===== src/rtl/iecm_pkg.sv =====
// ============================================================================
// iecm_pkg
// Shared types, constants and the log2 table of the IEC level meter ballistics core.
// ============================================================================
`default_nettype none

package iecm_pkg;

    // Field widths fixed by the interface
    localparam int AMP_W  = 18;
    localparam int FS_W   = 12;
    localparam int HOLD_W = 8;
    localparam int ZONE_W = 3;
    localparam int DB_W   = 16;   // signed Q8.8
    localparam int N_W    = 17;   // IEC scale in units of 1/102400
    localparam int MAG_W  = 13;   // magnitude of log2 in Q.8
    localparam int Y_W    = 17;   // full_scale * n / 4096

    // Configuration register indexes
    localparam logic REG_FULL_SCALE = 1'b0;
    localparam logic REG_PEAK_HOLD  = 1'b1;

    // Peak zone codes
    localparam logic [ZONE_W-1:0] ZONE_OVER = 3'd0;
    localparam logic [ZONE_W-1:0] ZONE_0DB  = 3'd1;
    localparam logic [ZONE_W-1:0] ZONE_3DB  = 3'd2;
    localparam logic [ZONE_W-1:0] ZONE_6DB  = 3'd3;

    // dB conversion constants
    localparam logic [18:0] LOG_TO_DB = 19'd394567;   // 20*log10(2) in Q.16
    localparam logic [16:0] DB_NEG_LIMIT = 17'd17920; // 70 dB in Q8.8
    localparam logic [15:0] DB_POS_LIMIT = 16'd1024;  // 4 dB in Q8.8
    localparam logic signed [DB_W-1:0] DB_MIN = -16'sd17920;
    localparam logic signed [DB_W-1:0] DB_MAX = 16'sd1024;

    // floor(y / 25) via reciprocal, low by at most one
    localparam logic [12:0] DIV25_RECIP = 13'd5242;
    localparam logic [5:0]  DIV25       = 6'd25;
    // floor(x / 5) for x below 2^15, exact
    localparam logic [15:0] DIV5_RECIP  = 16'd52429;

    // Controller states
    typedef enum logic [3:0] {
        ST_IDLE,
        ST_LOG,
        ST_DB,
        ST_IEC,
        ST_LV,
        ST_DIV,
        ST_BAR,
        ST_BSQ,
        ST_PEAK,
        ST_PSQ,
        ST_OUT
    } t_state;

    // Datapath operations
    typedef enum logic [3:0] {
        OP_NONE,
        OP_LOG,
        OP_DB,
        OP_IEC,
        OP_LV,
        OP_DIV,
        OP_BAR,
        OP_BSQ,
        OP_PEAK,
        OP_PSQ
    } t_op;

    typedef struct packed {
        logic load_in;
        t_op  op;
        logic load_out;
    } t_cmd;

    // log2 mantissa table in Q.8, 17 points
    function automatic logic [8:0] log_tab(input logic [4:0] idx);
        logic [8:0] v;
        case (idx)
            5'd0:    v = 9'd0;
            5'd1:    v = 9'd22;
            5'd2:    v = 9'd44;
            5'd3:    v = 9'd63;
            5'd4:    v = 9'd82;
            5'd5:    v = 9'd100;
            5'd6:    v = 9'd118;
            5'd7:    v = 9'd134;
            5'd8:    v = 9'd150;
            5'd9:    v = 9'd165;
            5'd10:   v = 9'd179;
            5'd11:   v = 9'd193;
            5'd12:   v = 9'd207;
            5'd13:   v = 9'd220;
            5'd14:   v = 9'd232;
            5'd15:   v = 9'd244;
            default: v = 9'd256;
        endcase
        return v;
    endfunction

endpackage

`default_nettype wire


===== src/rtl/iecm_ctrl.sv =====
// ============================================================================
// iecm_ctrl
// Sequencer: walks one request through the datapath steps and owns the
// input and output handshakes.
// ============================================================================
`default_nettype none

module iecm_ctrl (
    input  wire              i_clk,
    input  wire              i_rst_n,
    input  wire              i_in_valid,
    output logic             o_in_stall,
    output logic             o_out_valid,
    input  wire              i_out_stall,
    output iecm_pkg::t_cmd   o_cmd
);

    iecm_pkg::t_state r_state, n_state;
    logic             r_out_valid, n_out_valid;

    // state and output valid registers
    always_ff @(posedge i_clk) begin
        if (!i_rst_n) begin
            r_state     <= iecm_pkg::ST_IDLE;
            r_out_valid <= 1'b0;
        end else begin
            r_state     <= n_state;
            r_out_valid <= n_out_valid;
        end
    end

    // next state and commands
    always_comb begin
        n_state        = r_state;
        o_cmd.load_in  = 1'b0;
        o_cmd.op       = iecm_pkg::OP_NONE;
        o_cmd.load_out = 1'b0;
        o_in_stall     = 1'b1;
        unique case (r_state)
            iecm_pkg::ST_IDLE: begin
                o_in_stall = 1'b0;
                if (i_in_valid) begin
                    o_cmd.load_in = 1'b1;
                    n_state       = iecm_pkg::ST_LOG;
                end
            end
            iecm_pkg::ST_LOG: begin
                o_cmd.op = iecm_pkg::OP_LOG;
                n_state  = iecm_pkg::ST_DB;
            end
            iecm_pkg::ST_DB: begin
                o_cmd.op = iecm_pkg::OP_DB;
                n_state  = iecm_pkg::ST_IEC;
            end
            iecm_pkg::ST_IEC: begin
                o_cmd.op = iecm_pkg::OP_IEC;
                n_state  = iecm_pkg::ST_LV;
            end
            iecm_pkg::ST_LV: begin
                o_cmd.op = iecm_pkg::OP_LV;
                n_state  = iecm_pkg::ST_DIV;
            end
            iecm_pkg::ST_DIV: begin
                o_cmd.op = iecm_pkg::OP_DIV;
                n_state  = iecm_pkg::ST_BAR;
            end
            iecm_pkg::ST_BAR: begin
                o_cmd.op = iecm_pkg::OP_BAR;
                n_state  = iecm_pkg::ST_BSQ;
            end
            iecm_pkg::ST_BSQ: begin
                o_cmd.op = iecm_pkg::OP_BSQ;
                n_state  = iecm_pkg::ST_PEAK;
            end
            iecm_pkg::ST_PEAK: begin
                o_cmd.op = iecm_pkg::OP_PEAK;
                n_state  = iecm_pkg::ST_PSQ;
            end
            iecm_pkg::ST_PSQ: begin
                o_cmd.op = iecm_pkg::OP_PSQ;
                n_state  = iecm_pkg::ST_OUT;
            end
            iecm_pkg::ST_OUT: begin
                // wait for the output register to free up
                if (!r_out_valid || !i_out_stall) begin
                    o_cmd.load_out = 1'b1;
                    n_state        = iecm_pkg::ST_IDLE;
                end
            end
            default: n_state = iecm_pkg::ST_IDLE;
        endcase
    end

    // output valid holds until taken
    always_comb begin
        if (o_cmd.load_out)
            n_out_valid = 1'b1;
        else
            n_out_valid = r_out_valid && i_out_stall;
    end

    assign o_out_valid = r_out_valid;

endmodule

`default_nettype wire


===== src/rtl/iecm_dp.sv =====
// ============================================================================
// iecm_dp
// Datapath: log/dB conversion, IEC scale, ballistics state and one shared
// multiplier, stepped by the sequencer.
// ============================================================================
`default_nettype none

module iecm_dp #(
    parameter int LB = 12,
    parameter int DF = 32
) (
    input  wire                               i_clk,
    input  wire                               i_rst_n,
    input  iecm_pkg::t_cmd                    i_cmd,
    input  wire [iecm_pkg::AMP_W-1:0]         i_amplitude,
    input  wire                               i_clear_peak,
    input  wire [iecm_pkg::FS_W-1:0]          i_full_scale,
    input  wire [iecm_pkg::HOLD_W-1:0]        i_peak_hold,
    output logic [LB-1:0]                     o_bar_level,
    output logic [LB-1:0]                     o_peak_level,
    output logic [iecm_pkg::ZONE_W-1:0]       o_peak_zone
);

    localparam logic [63:0]    ONE      = 64'd1 << DF;
    localparam logic [63:0]    BAR_RW   = (ONE * 64'd97 + 64'd50) / 64'd100;
    localparam logic [63:0]    PEAK_RW  = ONE - (ONE * 64'd3 + 64'd500000) / 64'd1000000;
    localparam logic [DF-1:0]  BAR_RST  = BAR_RW[DF-1:0];
    localparam logic [DF-1:0]  PEAK_RST = PEAK_RW[DF-1:0];
    localparam logic [31:0]    LVL_MAX32 = (32'd1 << LB) - 32'd1;
    localparam logic [LB-1:0]  LVL_MAX  = LVL_MAX32[LB-1:0];
    localparam logic [iecm_pkg::HOLD_W-1:0] FRAMES_MAX = '1;

    // request and intermediate registers
    logic [iecm_pkg::AMP_W-1:0]        r_amp;
    logic                              r_clr;
    logic                              r_zero, r_lg_neg;
    logic [iecm_pkg::MAG_W-1:0]        r_lg_mag;
    logic signed [iecm_pkg::DB_W-1:0]  r_db;
    logic [iecm_pkg::N_W-1:0]          r_n;
    logic [iecm_pkg::Y_W-1:0]          r_y;
    logic [LB-1:0]                     r_level;
    logic [LB-1:0]                     r_l10, r_l6, r_l3;

    // ballistics state
    logic [LB-1:0]                     r_bar_hold, r_peak_pos;
    logic [DF-1:0]                     r_bar_decay, r_peak_decay;
    logic                              r_bar_sq, r_peak_sq;
    logic [iecm_pkg::HOLD_W-1:0]       r_peak_frames;
    logic [iecm_pkg::ZONE_W-1:0]       r_peak_zone;

    // output register
    logic [LB-1:0]                     r_out_bar, r_out_peak;
    logic [iecm_pkg::ZONE_W-1:0]       r_out_zone;

    // ------------------------------------------------------------------
    // leading one, normalize, table lookup with interpolation
    logic [4:0]                        lo_pos;
    logic [4:0]                        lo_sh;
    logic [iecm_pkg::AMP_W-1:0]        lo_m;
    logic [8:0]                        lo_t0, lo_t1, lo_diff, lo_frac;
    logic [16:0]                       lo_prod;
    logic                              lo_neg;
    logic [iecm_pkg::MAG_W-1:0]        lo_mag;

    always_comb begin
        lo_pos = '0;
        for (int k = 0; k < iecm_pkg::AMP_W; k++) begin
            if (r_amp[k])
                lo_pos = 5'(k);
        end
        lo_sh   = 5'd17 - lo_pos;
        lo_m    = r_amp << lo_sh;
        lo_t0   = iecm_pkg::log_tab({1'b0, lo_m[16:13]});
        lo_t1   = iecm_pkg::log_tab({1'b0, lo_m[16:13]} + 5'd1);
        lo_diff = lo_t1 - lo_t0;
        lo_prod = lo_diff * lo_m[12:5];
        lo_frac = lo_t0 + 9'(lo_prod >> 8);
        lo_neg  = lo_pos < 5'd16;
        if (lo_neg)
            lo_mag = {5'd16 - lo_pos, 8'd0} - {4'd0, lo_frac};
        else
            lo_mag = {lo_pos - 5'd16, 8'd0} + {4'd0, lo_frac};
    end

    // ------------------------------------------------------------------
    // shared multiplier
    logic [DF-1:0]   mul_a, mul_b;
    logic [2*DF-1:0] mul_p;
    logic [LB-1:0]   peak_base;

    assign peak_base = r_clr ? '0 : r_peak_pos;

    always_comb begin
        mul_a = '0;
        mul_b = '0;
        case (i_cmd.op)
            iecm_pkg::OP_DB: begin
                mul_a = DF'(r_lg_mag);
                mul_b = DF'(iecm_pkg::LOG_TO_DB);
            end
            iecm_pkg::OP_LV: begin
                mul_a = DF'(i_full_scale);
                mul_b = DF'(r_n);
            end
            iecm_pkg::OP_DIV: begin
                mul_a = DF'(r_y);
                mul_b = DF'(iecm_pkg::DIV25_RECIP);
            end
            iecm_pkg::OP_BAR: begin
                mul_a = DF'(r_bar_hold);
                mul_b = r_bar_decay;
            end
            iecm_pkg::OP_BSQ: begin
                mul_a = r_bar_decay;
                mul_b = r_bar_decay;
            end
            iecm_pkg::OP_PEAK: begin
                mul_a = DF'(peak_base);
                mul_b = r_peak_decay;
            end
            iecm_pkg::OP_PSQ: begin
                mul_a = r_peak_decay;
                mul_b = r_peak_decay;
            end
            default: begin
                mul_a = '0;
                mul_b = '0;
            end
        endcase
    end

    assign mul_p = mul_a * mul_b;

    // ------------------------------------------------------------------
    // dB from log2, rounded toward minus infinity, clamped
    logic [31:0]                       db_pm;
    logic [32:0]                       db_up;
    logic signed [iecm_pkg::DB_W-1:0]  db_val;

    always_comb begin
        db_pm = mul_p[31:0];
        db_up = {1'b0, db_pm} + 33'd65535;
        if (r_zero)
            db_val = iecm_pkg::DB_MIN;
        else if (r_lg_neg) begin
            if (db_up[32:16] > iecm_pkg::DB_NEG_LIMIT)
                db_val = iecm_pkg::DB_MIN;
            else
                db_val = -$signed(db_up[31:16]);
        end else begin
            if (db_pm[31:16] > iecm_pkg::DB_POS_LIMIT)
                db_val = iecm_pkg::DB_MAX;
            else
                db_val = $signed(db_pm[31:16]);
        end
    end

    // ------------------------------------------------------------------
    // six-segment IEC scale in units of 1/102400
    logic signed [19:0] iec_d, iec_n;

    always_comb begin
        iec_d = 20'(r_db);
        if (iec_d < -20'sd15360)
            iec_n = iec_d + 20'sd17920;
        else if (iec_d < -20'sd12800)
            iec_n = 20'sd2560 + 20'sd2 * (iec_d + 20'sd15360);
        else if (iec_d < -20'sd10240)
            iec_n = 20'sd7680 + 20'sd3 * (iec_d + 20'sd12800);
        else if (iec_d < -20'sd7680)
            iec_n = 20'sd15360 + 20'sd6 * (iec_d + 20'sd10240);
        else if (iec_d < -20'sd5120)
            iec_n = 20'sd30720 + 20'sd8 * (iec_d + 20'sd7680);
        else
            iec_n = 20'sd51200 + 20'sd10 * (iec_d + 20'sd5120);
    end

    // ------------------------------------------------------------------
    // y / 25 with one correction step, then saturate
    logic [12:0]               dv_q0, dv_q;
    logic [iecm_pkg::Y_W-1:0]  dv_rem;
    logic [LB-1:0]             dv_level;

    always_comb begin
        dv_q0  = mul_p[29:17];
        dv_rem = r_y - (iecm_pkg::Y_W'(dv_q0) * iecm_pkg::Y_W'(iecm_pkg::DIV25));
        dv_q   = (dv_rem >= iecm_pkg::Y_W'(iecm_pkg::DIV25)) ? dv_q0 + 13'd1 : dv_q0;
        if (32'(dv_q) > LVL_MAX32)
            dv_level = LVL_MAX;
        else
            dv_level = LB'(dv_q);
    end

    // ------------------------------------------------------------------
    // zone thresholds at -10, -6 and -3 dB: fs*3/4, fs*17/20, fs*37/40
    logic [13:0] th_10;
    logic [14:0] th_6x, th_3x;
    logic [31:0] th_6p, th_3p;
    logic [31:0] th_10w, th_6w, th_3w;

    always_comb begin
        th_10  = 14'(({2'd0, i_full_scale} * 14'd3) >> 2);
        th_6x  = 15'(({5'd0, i_full_scale} * 17'd17) >> 2);
        th_3x  = 15'(({6'd0, i_full_scale} * 18'd37) >> 3);
        th_6p  = {17'd0, th_6x} * {16'd0, iecm_pkg::DIV5_RECIP};
        th_3p  = {17'd0, th_3x} * {16'd0, iecm_pkg::DIV5_RECIP};
        th_10w = 32'(th_10);
        th_6w  = th_6p >> 18;
        th_3w  = th_3p >> 18;
    end

    always_ff @(posedge i_clk) begin
        r_l10 <= (th_10w > LVL_MAX32) ? LVL_MAX : LB'(th_10w);
        r_l6  <= (th_6w  > LVL_MAX32) ? LVL_MAX : LB'(th_6w);
        r_l3  <= (th_3w  > LVL_MAX32) ? LVL_MAX : LB'(th_3w);
    end

    // ------------------------------------------------------------------
    // decayed positions and zone of the current level
    logic [LB-1:0]               dec_h;
    logic [DF-1:0]               sq_f;
    logic [iecm_pkg::ZONE_W-1:0] lvl_zone;

    assign dec_h = mul_p[DF+LB-1:DF];
    assign sq_f  = mul_p[2*DF-1:DF];

    always_comb begin
        if (r_level < r_l10)
            lvl_zone = iecm_pkg::ZONE_6DB;
        else if (r_level < r_l6)
            lvl_zone = iecm_pkg::ZONE_3DB;
        else if (r_level < r_l3)
            lvl_zone = iecm_pkg::ZONE_0DB;
        else
            lvl_zone = iecm_pkg::ZONE_OVER;
    end

    // ------------------------------------------------------------------
    // request pipeline registers
    always_ff @(posedge i_clk) begin
        if (i_cmd.load_in) begin
            r_amp <= i_amplitude;
            r_clr <= i_clear_peak;
        end
        case (i_cmd.op)
            iecm_pkg::OP_LOG: begin
                r_zero   <= (r_amp == '0);
                r_lg_neg <= lo_neg;
                r_lg_mag <= lo_mag;
            end
            iecm_pkg::OP_DB:  r_db <= db_val;
            iecm_pkg::OP_IEC: r_n  <= (iec_n < 0) ? '0 : iecm_pkg::N_W'(iec_n);
            iecm_pkg::OP_LV:  r_y  <= mul_p[28:12];
            iecm_pkg::OP_DIV: r_level <= dv_level;
            iecm_pkg::OP_BAR: begin
                if (!(r_bar_hold < r_level) && !(dec_h < r_level))
                    r_level <= dec_h;
            end
            default: ;
        endcase
        if (i_cmd.load_out) begin
            r_out_bar  <= r_bar_hold;
            r_out_peak <= r_peak_pos;
            r_out_zone <= r_peak_zone;
        end
    end

    // ------------------------------------------------------------------
    // bar and peak ballistics state
    always_ff @(posedge i_clk) begin
        if (!i_rst_n) begin
            r_bar_hold    <= '0;
            r_bar_decay   <= BAR_RST;
            r_bar_sq      <= 1'b0;
            r_peak_pos    <= '0;
            r_peak_frames <= '0;
            r_peak_decay  <= PEAK_RST;
            r_peak_sq     <= 1'b0;
            r_peak_zone   <= iecm_pkg::ZONE_6DB;
        end else begin
            case (i_cmd.op)
                iecm_pkg::OP_BAR: begin
                    r_bar_sq <= 1'b0;
                    if (r_bar_hold < r_level) begin
                        // rise: jump up, rearm decay
                        r_bar_hold  <= r_level;
                        r_bar_decay <= BAR_RST;
                    end else if (dec_h < r_level) begin
                        r_bar_hold <= r_level;
                    end else begin
                        r_bar_hold <= dec_h;
                        r_bar_sq   <= 1'b1;
                    end
                end
                iecm_pkg::OP_BSQ: begin
                    if (r_bar_sq)
                        r_bar_decay <= sq_f;
                end
                iecm_pkg::OP_PEAK: begin
                    r_peak_sq <= 1'b0;
                    if (peak_base < r_level) begin
                        // new peak
                        r_peak_pos    <= r_level;
                        r_peak_frames <= '0;
                        r_peak_decay  <= PEAK_RST;
                        r_peak_zone   <= lvl_zone;
                    end else begin
                        if (r_peak_frames != FRAMES_MAX)
                            r_peak_frames <= r_peak_frames + 1'b1;
                        if (r_peak_frames >= i_peak_hold) begin
                            if (dec_h < r_level) begin
                                r_peak_pos <= r_level;
                            end else begin
                                r_peak_pos <= dec_h;
                                r_peak_sq  <= 1'b1;
                                if (dec_h < r_l10)
                                    r_peak_zone <= iecm_pkg::ZONE_6DB;
                            end
                        end else begin
                            r_peak_pos <= peak_base;
                        end
                    end
                end
                iecm_pkg::OP_PSQ: begin
                    if (r_peak_sq)
                        r_peak_decay <= sq_f;
                end
                default: ;
            endcase
        end
    end

    assign o_bar_level  = r_out_bar;
    assign o_peak_level = r_out_peak;
    assign o_peak_zone  = r_out_zone;

endmodule

`default_nettype wire


===== src/rtl/iec_level_meter_ballistics_core.sv =====
// One request at a time: the input stalls while the sequencer steps it through
// log, dB, IEC scale, level, divide, bar, bar square, peak and peak square
// around the single shared multiplier, then loads the output register.
// A finished result waits in the output register while the next request runs.
// Reset (synchronous, active low) clears the sequencer, the output valid and
// the meter state, and restores full_scale 255 and peak_hold_frames 16.
// ============================================================================
// iec_level_meter_ballistics_core
// IEC 60268 peak meter with bar ballistics, peak hold and zone report.
// ============================================================================
`default_nettype none

module iec_level_meter_ballistics_core #(
    parameter int LEVEL_BITS      = 12,
    parameter int DECAY_FRAC_BITS = 32
) (
    input  wire                             i_clk,
    input  wire                             i_rst_n,
    // request channel
    input  wire                             i_in_valid,
    output logic                            o_in_stall,
    input  wire [iecm_pkg::AMP_W-1:0]       i_amplitude,
    input  wire                             i_clear_peak,
    // result channel
    output logic                            o_out_valid,
    input  wire                             i_out_stall,
    output logic [LEVEL_BITS-1:0]           o_bar_level,
    output logic [LEVEL_BITS-1:0]           o_peak_level,
    output logic [iecm_pkg::ZONE_W-1:0]     o_peak_zone,
    // configuration port
    input  wire                             psel,
    input  wire                             penable,
    input  wire                             pwrite,
    input  wire [2:0]                       paddr,
    input  wire [31:0]                      pwdata,
    output logic [31:0]                     prdata,
    output logic                            pready
);

    logic [iecm_pkg::FS_W-1:0]   r_full_scale;
    logic [iecm_pkg::HOLD_W-1:0] r_peak_hold;
    logic                        cfg_wr;
    iecm_pkg::t_cmd              cmd;

    // register writes
    assign pready = 1'b1;
    assign cfg_wr = psel && penable && pwrite && pready;

    always_ff @(posedge i_clk) begin
        if (!i_rst_n) begin
            r_full_scale <= 12'd255;
            r_peak_hold  <= 8'd16;
        end else if (cfg_wr) begin
            unique case (paddr[2])
                iecm_pkg::REG_FULL_SCALE: r_full_scale <= pwdata[iecm_pkg::FS_W-1:0];
                iecm_pkg::REG_PEAK_HOLD:  r_peak_hold  <= pwdata[iecm_pkg::HOLD_W-1:0];
                default: ;
            endcase
        end
    end

    // register reads
    always_comb begin
        unique case (paddr[2])
            iecm_pkg::REG_FULL_SCALE: prdata = 32'(r_full_scale);
            iecm_pkg::REG_PEAK_HOLD:  prdata = 32'(r_peak_hold);
            default:                  prdata = '0;
        endcase
    end

    iecm_ctrl u_ctrl (
        .i_clk       (i_clk),
        .i_rst_n     (i_rst_n),
        .i_in_valid  (i_in_valid),
        .o_in_stall  (o_in_stall),
        .o_out_valid (o_out_valid),
        .i_out_stall (i_out_stall),
        .o_cmd       (cmd)
    );

    iecm_dp #(
        .LB (LEVEL_BITS),
        .DF (DECAY_FRAC_BITS)
    ) u_dp (
        .i_clk        (i_clk),
        .i_rst_n      (i_rst_n),
        .i_cmd        (cmd),
        .i_amplitude  (i_amplitude),
        .i_clear_peak (i_clear_peak),
        .i_full_scale (r_full_scale),
        .i_peak_hold  (r_peak_hold),
        .o_bar_level  (o_bar_level),
        .o_peak_level (o_peak_level),
        .o_peak_zone  (o_peak_zone)
    );

endmodule

`default_nettype wire


===== config.mk =====
export PLATFORM = sky130hd
export DESIGN_NAME = iec_level_meter_ballistics_core
export DESIGN_NICKNAME = d
export VERILOG_FILES = /design/src/rtl/iecm_pkg.sv /design/src/rtl/iecm_ctrl.sv /design/src/rtl/iecm_dp.sv /design/src/rtl/iec_level_meter_ballistics_core.sv
export SDC_FILE = /design/constraint.sdc
export NUM_CORES = 2
export LEC_CHECK = 0
export BUFFER_PORTS_ARGS = -buffer_cell sky130_fd_sc_hd__buf_2
export CAP_MARGIN = 10
export CORE_ASPECT_RATIO = 0.9
export CORE_MARGIN = 8
export CORE_UTILIZATION = 60
export CTS_CLUSTER_DIAMETER = 60
export CTS_CLUSTER_SIZE = 8
export DETAILED_ROUTE_END_ITERATION = 8
export PLACE_DENSITY = 0.83
export SLEW_MARGIN = 5
export SYNTH_ARGS = -nofsm -noshare
export SYNTH_HDL_FRONTEND = slang
export SYNTH_SLANG_ARGS = --single-unit

===== constraint.sdc =====
create_clock -name i_clk -period 28.6 [get_ports i_clk]
set_input_delay 4.29 -clock i_clk [delete_from_list [all_inputs] [get_ports i_clk]]
set_output_delay 4.29 -clock i_clk [all_outputs]
set_load 0.005 [all_outputs]

# --- After elaboration in Yosys (flattened, before gate mapping) ---
# Memory sizes are Yosys's and may differ from the RTL's.
# Cells that the tools add are included.
classes:
  addsub: 24
  multipliers: 11
  order_cmp: 22
  eq_ne: 28
  n_shift: 1
  mux: 68
  bitwise_logic: 1
  n_reduce_logical: 27
op_table:
  columns: ["op", "count"]
  rows:
  - ["one-hot mux 32 bit (7 select lines)", 1]
  - ["one-hot mux 32 bit (2 select lines)", 3]
  - ["one-hot mux 32 bit (5 select lines)", 1]
  - ["two-way mux 32 bit", 4]
  - ["two-way mux 20 bit", 5]
  - ["< comparator 12 bit", 7]
  - ["two-way mux 12 bit", 7]
  - ["two-way mux 5 bit", 16]
  - ["multiplier 32 x 32 -> 64 bit", 1]
  - ["multiplier 15 x 16 -> 31 bit (second input constant)", 2]
  - ["adder 16 x 15 -> 17 bit (second input constant)", 3]
  - ["< comparator 16 x 15 -> 1 bit (second input constant)", 3]
  - ["two-way mux 16 bit", 3]
  - ["one-hot mux 4 bit (11 select lines)", 1]
  - ["greater-than comparator 13 x 12 -> 1 bit (second input constant)", 3]
  - ["one-hot mux 4 bit (9 select lines)", 1]
  - ["adder 16 x 14 -> 17 bit (second input constant)", 2]
  - ["adder 32 x 16 -> 33 bit (second input constant)", 1]
  - ["== test 4 x 3 -> 1 bit (second input constant)", 8]
  - ["< comparator 16 x 14 -> 1 bit (second input constant)", 2]
  - ["two-way mux 13 bit", 2]
  - ["one-hot mux 12 bit (2 select lines)", 1]
  - ["adder 13 x 20 -> 20 bit (first input constant)", 1]
  - ["adder 14 x 20 -> 20 bit (first input constant)", 1]
  - ["53 further kinds", 103]
totals:
  ff_bits: 285
  rom_bits: 256
  in_bits: 61
  output_inout_bits: 62
  elab_cells: 211
  n_memories: 2
memory_table:
  columns: ["name", "depth", "width", "rd", "rd_clocked_by_memory_dff", "wr", "line_no", "source"]
  rows:
  - ["(name not given)", 16, 8, 1, 0, 0, "iecm_pkg.sv:80", "case (idx)"]
  - ["(name not given)", 16, 8, 1, 0, 0, "iecm_pkg.sv:80", null]

# --- Logic depth before layout (Yosys ltp) ---
# An unclocked memory read counts as a cell.
depth:
  word_depth: 27
  depth_mapped: 59
  depth_no_buf: 57

# --- Cells and area by module ---
# A second synthesis with hierarchy kept.
hier_totals:
  cells_unflattened: 7610
  hier_area_um2: 66284.8
modules_own_cells:
  columns: ["mod", "n_inst", "cells_per_inst", "area_each_um2", "seq_area_each_um2"]
  rows:
  - ["iecm_dp", 1, 7454, 64888.5, 6386.1]
  - ["iec_level_meter_ballistics_core", 1, 124, 1131.1, 400.4]
  - ["iecm_ctrl", 1, 32, 265.3, 100.1]

# --- Worst setup path after synthesis ---
# Ideal clock, no wire load.
synth_path:
  kind: "reg-to-reg"
  startpoint: "register u_ctrl.r_state[3]"
  endpoint: "register u_dp.r_level[10] (data pin)"
  setup_ps: 274
  arrival_ps: 12197
  required_time_ps: 28326
  slack_ps: 16129
  stages_incl_launch_ff: 49
  path_cell_list: "dfxtp_1 -> or2_1 -> buf_4 -> nor2_1 -> clkbuf_1 -> clkbuf_1 -> a21o_1 -> clkbuf_1 -> nand2_1 -> fa_1 -> inv_1 -> fa_1 -> inv_1 -> fa_1 -> inv_1 -> fa_1 -> inv_1 -> fa_1 -> (+13 left out) -> ha_1 -> inv_1 -> fa_1 -> inv_1 -> fa_1 -> inv_1 -> ha_1 -> nand4_1 -> nor2_1 -> a21oi_1 -> o31ai_1 -> mux2_2 -> o2111ai_1 -> nor4_1 -> a21oi_1 -> xnor2_1 -> clkbuf_1 -> a31oi_1"
synth_between:
  elab_chain_len: 13
synth_rtl:
  columns: ["element", "line_no", "source"]
  rows:
  - ["start, declared", "iecm_ctrl.sv:18", "iecm_pkg::t_state r_state, n_state;"]
  - ["start signal, assigned", "iecm_ctrl.sv:24", "r_state <= iecm_pkg::ST_IDLE;"]
  - ["start signal, assigned", "iecm_ctrl.sv:27", "r_state <= n_state;"]
  - ["== test 4 bit (tied with other cells)", "iecm_ctrl.sv:39", "unique case (r_state)"]
  - ["one-hot mux 4 bit (9 select lines) (*)", "iecm_ctrl.sv:39", null]
  - ["== test 4 bit or == test 4 x 3 -> 1 bit (tied branches)", "iecm_dp.sv:96", "case (i_cmd.op)"]
  - ["OR reduction 2 bit (no line)", null, null]
  - ["one-hot mux 32 bit (5 select lines)", "iecm_dp.sv:96", null]
  - ["multiplier 32 x 32 -> 64 bit (*)", "iecm_dp.sv:132", "assign mul_p = mul_a * mul_b;"]
  - ["net u_dp.mul_p[27]", "iecm_dp.sv:88", "logic [2*DF-1:0] mul_p;"]
  - ["multiplier 13 x 5 -> 17 bit", "iecm_dp.sv:186", "dv_rem = r_y - (iecm_pkg::Y_W'(dv_q0) * iecm_pkg::Y_W'(iecm_pkg::DIV25));"]
  - ["subtractor 17 bit", "iecm_dp.sv:186", null]
  - [">= comparator 17 x 5 -> 1 bit", "iecm_dp.sv:187", "dv_q = (dv_rem >= iecm_pkg::Y_W'(iecm_pkg::DIV25)) ? dv_q0 + 13'd1 : dv_q0;"]
  - ["two-way mux 13 bit (*)", "iecm_dp.sv:187", null]
  - ["greater-than comparator 13 x 12 -> 1 bit", "iecm_dp.sv:188", "if (32'(dv_q) > LVL_MAX32)"]
  - ["two-way mux 12 bit (*)", "iecm_dp.sv:188", null]
  - ["one-hot mux 12 bit (2 select lines) (*)", "iecm_dp.sv:245", "case (i_cmd.op)"]
  - ["end signal, assigned", "iecm_dp.sv:254", "iecm_pkg::OP_DIV: r_level <= dv_level;"]
  - ["end signal, assigned", "iecm_dp.sv:257", "r_level <= dec_h;"]
  - ["end, declared", "iecm_dp.sv:41", "logic [LB-1:0] r_level;"]
# The timed path passes the listed nets; every way through them passes the cells marked *. The select of a mux whose other input is x is not followed.
# A chain may end at the register's enable or synchronous reset.

# --- Final worst setup path ---
layout_path:
  startpoint: "register u_ctrl.r_state[1]"
  endpoint: "register u_dp.r_level[8] (data pin)"
# The elaborated chain is that of the path after synthesis.

==> run metrics <==
outcome=complete, but fails checks; failing checks=DRC; gr ovfl total=0; Worst Hold Slack=0.4502 ns; TNS Setup=0 ns; simple-gate share of the synthesized area=~14%; initial antenna violation count=7; DR vias/cell=between 6 and 7; gr usage total=around 33%; largest net degree at the start of global routing=between 50 and 60; Final nets=9693; I/O pin count=123; arrival time of the worst setup path=15.85 ns; first-pass GRT wire length=323700 µm; CTS Buf Count=44; Area Overhead vs Synth=5.202%; synthesized area=67030 µm²; initial core utilization=60.37%; fin crit share=54.49%; fin area=70520 µm²; CP bufs+invs=13; asr flop ratio synth=0%; startpoint types=flop; RSZ-0062 raised after global routing=false; TritonCTS clock tree=built; Bufs on Longest Clock Path=3; yosys warns=0; crit end category=flop; post-CTS setup buffers=0; Crit path max-delay family=adder cells; Netlist cell types=102; r2r endpoint=u_dp.r_level[8]; routed vias=56070; Avg Cell Area, Syn=8.673 µm²; HP Start=u_dp.r_peak_pos[10]; Core Region=111000 µm²; predominant post-synthesis flop cell=dfxtp_1; fin crit period=15.58 ns; fraction of the mapped netlist area in adder cells=48.87%; PostCTS Resize Cnt=0; CTS HTree Levels=2; max cap viols=0; Worst Tran Pin Value=~1.3 ns; crit path max fanout=45; area fraction of the dominant cell type after synthesis=32.79%; end-of-flow core utilization=63.51%; Buffers on Ports=about 80; largest family of logic cells by synthesized area=adder cells; clock skew=0.03736 ns; DRT antenna net count=0; XOR/XNOR Fraction of Synth Area=3.255%; number of cells on the critical path=46; hold path endpoint=u_dp.o_peak_level[10]; FF+latch count, synth=283; register area share after synthesis=10.27%; Clk Latency, worst-skew pair=about 0.58 ns; chip width=approximately 370 µm; die area=122700 µm²; Hold Crit Class=reg2reg; post-synthesis mux area share=1.215%; CTS Sinks=283; Worst path slowest cell=xnor2_1; achievable frequency=64.17 MHz; Critical Path RT=28.87 ns; area leader, netlist=fa_1; layout cells sized above 1=under 10%; clock root buffer=clkbuf_16; headroom to the max-slew limit=16.08%; Die Y-Extent=333.1 µm; launch point of the worst reg-to-reg path=u_ctrl.r_state[1]; CP most frequent cell=fa_1; synth top area cells=fa_1 33%, ha_1 16%, inv_1 8.5%; reg-to-reg setup timing slack=13.02 ns; Max stage delay on crit path=0.96 ns; final setup vio count=0; DRC=7; gpl congestion=1.003; row count=116; Reg2Reg Depth=46; number of synthesized flops with an enable pin=~120; vias in the first global route=57650; Clock transition at path regs=about 0.050 ns; DRT Pass-1 Iters=9; Cells after Synth=between 7000 and 8000; placed cell areas=69150 µm²; Total Wirelength=205900 µm; DRT iter0 DRCs=6098; Setup CP Type=reg2reg; compound-gate portion of the synthesized area=11.50%; Routed wire per std cell=22.44 µm; CTS Hold Buffers Added=0; Slew Limit Fails=0; post-DP HPWL=approximately 160000 µm; hold depth=0; final hold vios=0
[how the worst max path moves through the flow]
stage | startpoint | endpoint | slack (ns)
3_3_place_gp | u_ctrl.r_state[3] | u_dp.r_level[9] | 13.66
6_report | u_ctrl.r_state[1] | u_dp.r_level[8] | 13.02
2_1_floorplan | u_ctrl.r_state[3] | u_dp.r_level[10] | 16.13
4_1_cts | u_ctrl.r_state[3] | u_dp.r_level[5] | 13.43
5_1_grt | u_ctrl.r_state[1] | u_dp.r_level[9] | 12.23
3_5_place_dp | u_ctrl.r_state[3] | u_dp.r_level[9] | 13.55
[layout make-up]
| type | count | area, µm² |
|---|---|---|
| Fill cell | 9234 | 40520 |
| Inverter | 1529 | 5739 |
| Antenna cell | 5 | 12.51 |
| Clock buffer | 61 | 1175 |
| Multi-Input combinational cell | 5602 | 53270 |
| Tap cell | 1475 | 1846 |
| Sequential cell | 283 | 6888 |
| Clock inverter | 8 | 150.1 |
| Timing Repair Buffer | 213 | 1431 |
[registers in the layout, summed over array words and instances, names as in the netlist, 4 cells and up]
signal              count
u_dp.r_peak_decay      32
u_ctrl.r_state          4
u_dp.r_l3              12
u_dp.r_level           12
u_dp.r_amp             18
u_dp.r_n               17
r_full_scale           12
u_dp.r_l6              12
u_dp.r_l10             12
u_dp.r_bar_decay       32
u_dp.r_lg_mag          13
u_dp.r_peak_frames      8
u_dp.r_db              16
u_dp.o_peak_level      12
u_dp.o_bar_level       12
u_dp.r_peak_pos        12
u_dp.r_y               17
r_peak_hold             8
u_dp.r_bar_hold        12
[worst register-to-register path: cells and delay by family (launching register included)]
family | cells | cell delay (ns)
DFF | 1 | 0.70
muxes | 2 | 0.51
buffers and inverters | 13 | 2.77
adders and majority gates | 13 | 6.29
AOI/OAI and AO/OA | 10 | 2.53
xor gates and xnor gates | 1 | 0.96
and+or+nand+nor | 7 | 1.54
[cell families (layout without fill, tap and decap cells)]
group                    Yosys count  count (layout)
AO/OA/AOI/OAI                   1140            1140
XOR/XNOR                         246             246
adder cells (fa/ha/maj)         1959            1959
buffers and inverters           1863            1811
flip-flops                       283             283
multiplexers                      76              76
other                              2              27
AND/OR/NAND/NOR                 2159            2159
[stage by stage]
step / worst slack [ns] / cells
after floorplan: 16.13 / 7748
after global placement: 13.66 / 9100
after detailed placement: 13.55 / 9101
after CTS: 13.43 / 9170
after global routing: 12.23 / 9171
final: 13.02 / 9176
[per-layer routing]
metal  track usage [%]  up-vias  share of wire, %
met1             44.28    27460                39
met3             8.467      702                12
met2             50.67     3268                43
met5                 0        -             0.026
li1                  -    24630                 -
met4             16.23        8               6.0
[synth_stat cells, drive strengths merged (102+ instances only)]
cell type,count
a21o,126
a21oi,293
clkbuf,278
dfxtp,161
edfxtp,122
fa,1098
ha,861
inv,1523
nand2,857
nor2,679
nor3,102
o21ai,190
xnor2,174
[placed cells by master, fill, tap and decap left out, types with 78 or more instances in the layout]
cell / n
inv_1: 1518
fa_1: 1098
ha_1: 861
nand2_1: 856
nor2_1: 673
a21oi_1: 286
o21ai_0: 180
xnor2_1: 174
dfxtp_1: 160
buf_4: 133
a21o_1: 126
edfxtp_1: 122
nor3_1: 101
nand3_1: 92
buf_2: 78
Power is left out: the tool's default activity adds up to more than one toggle a clock period on the data nets, which glitch-free logic cannot reach.
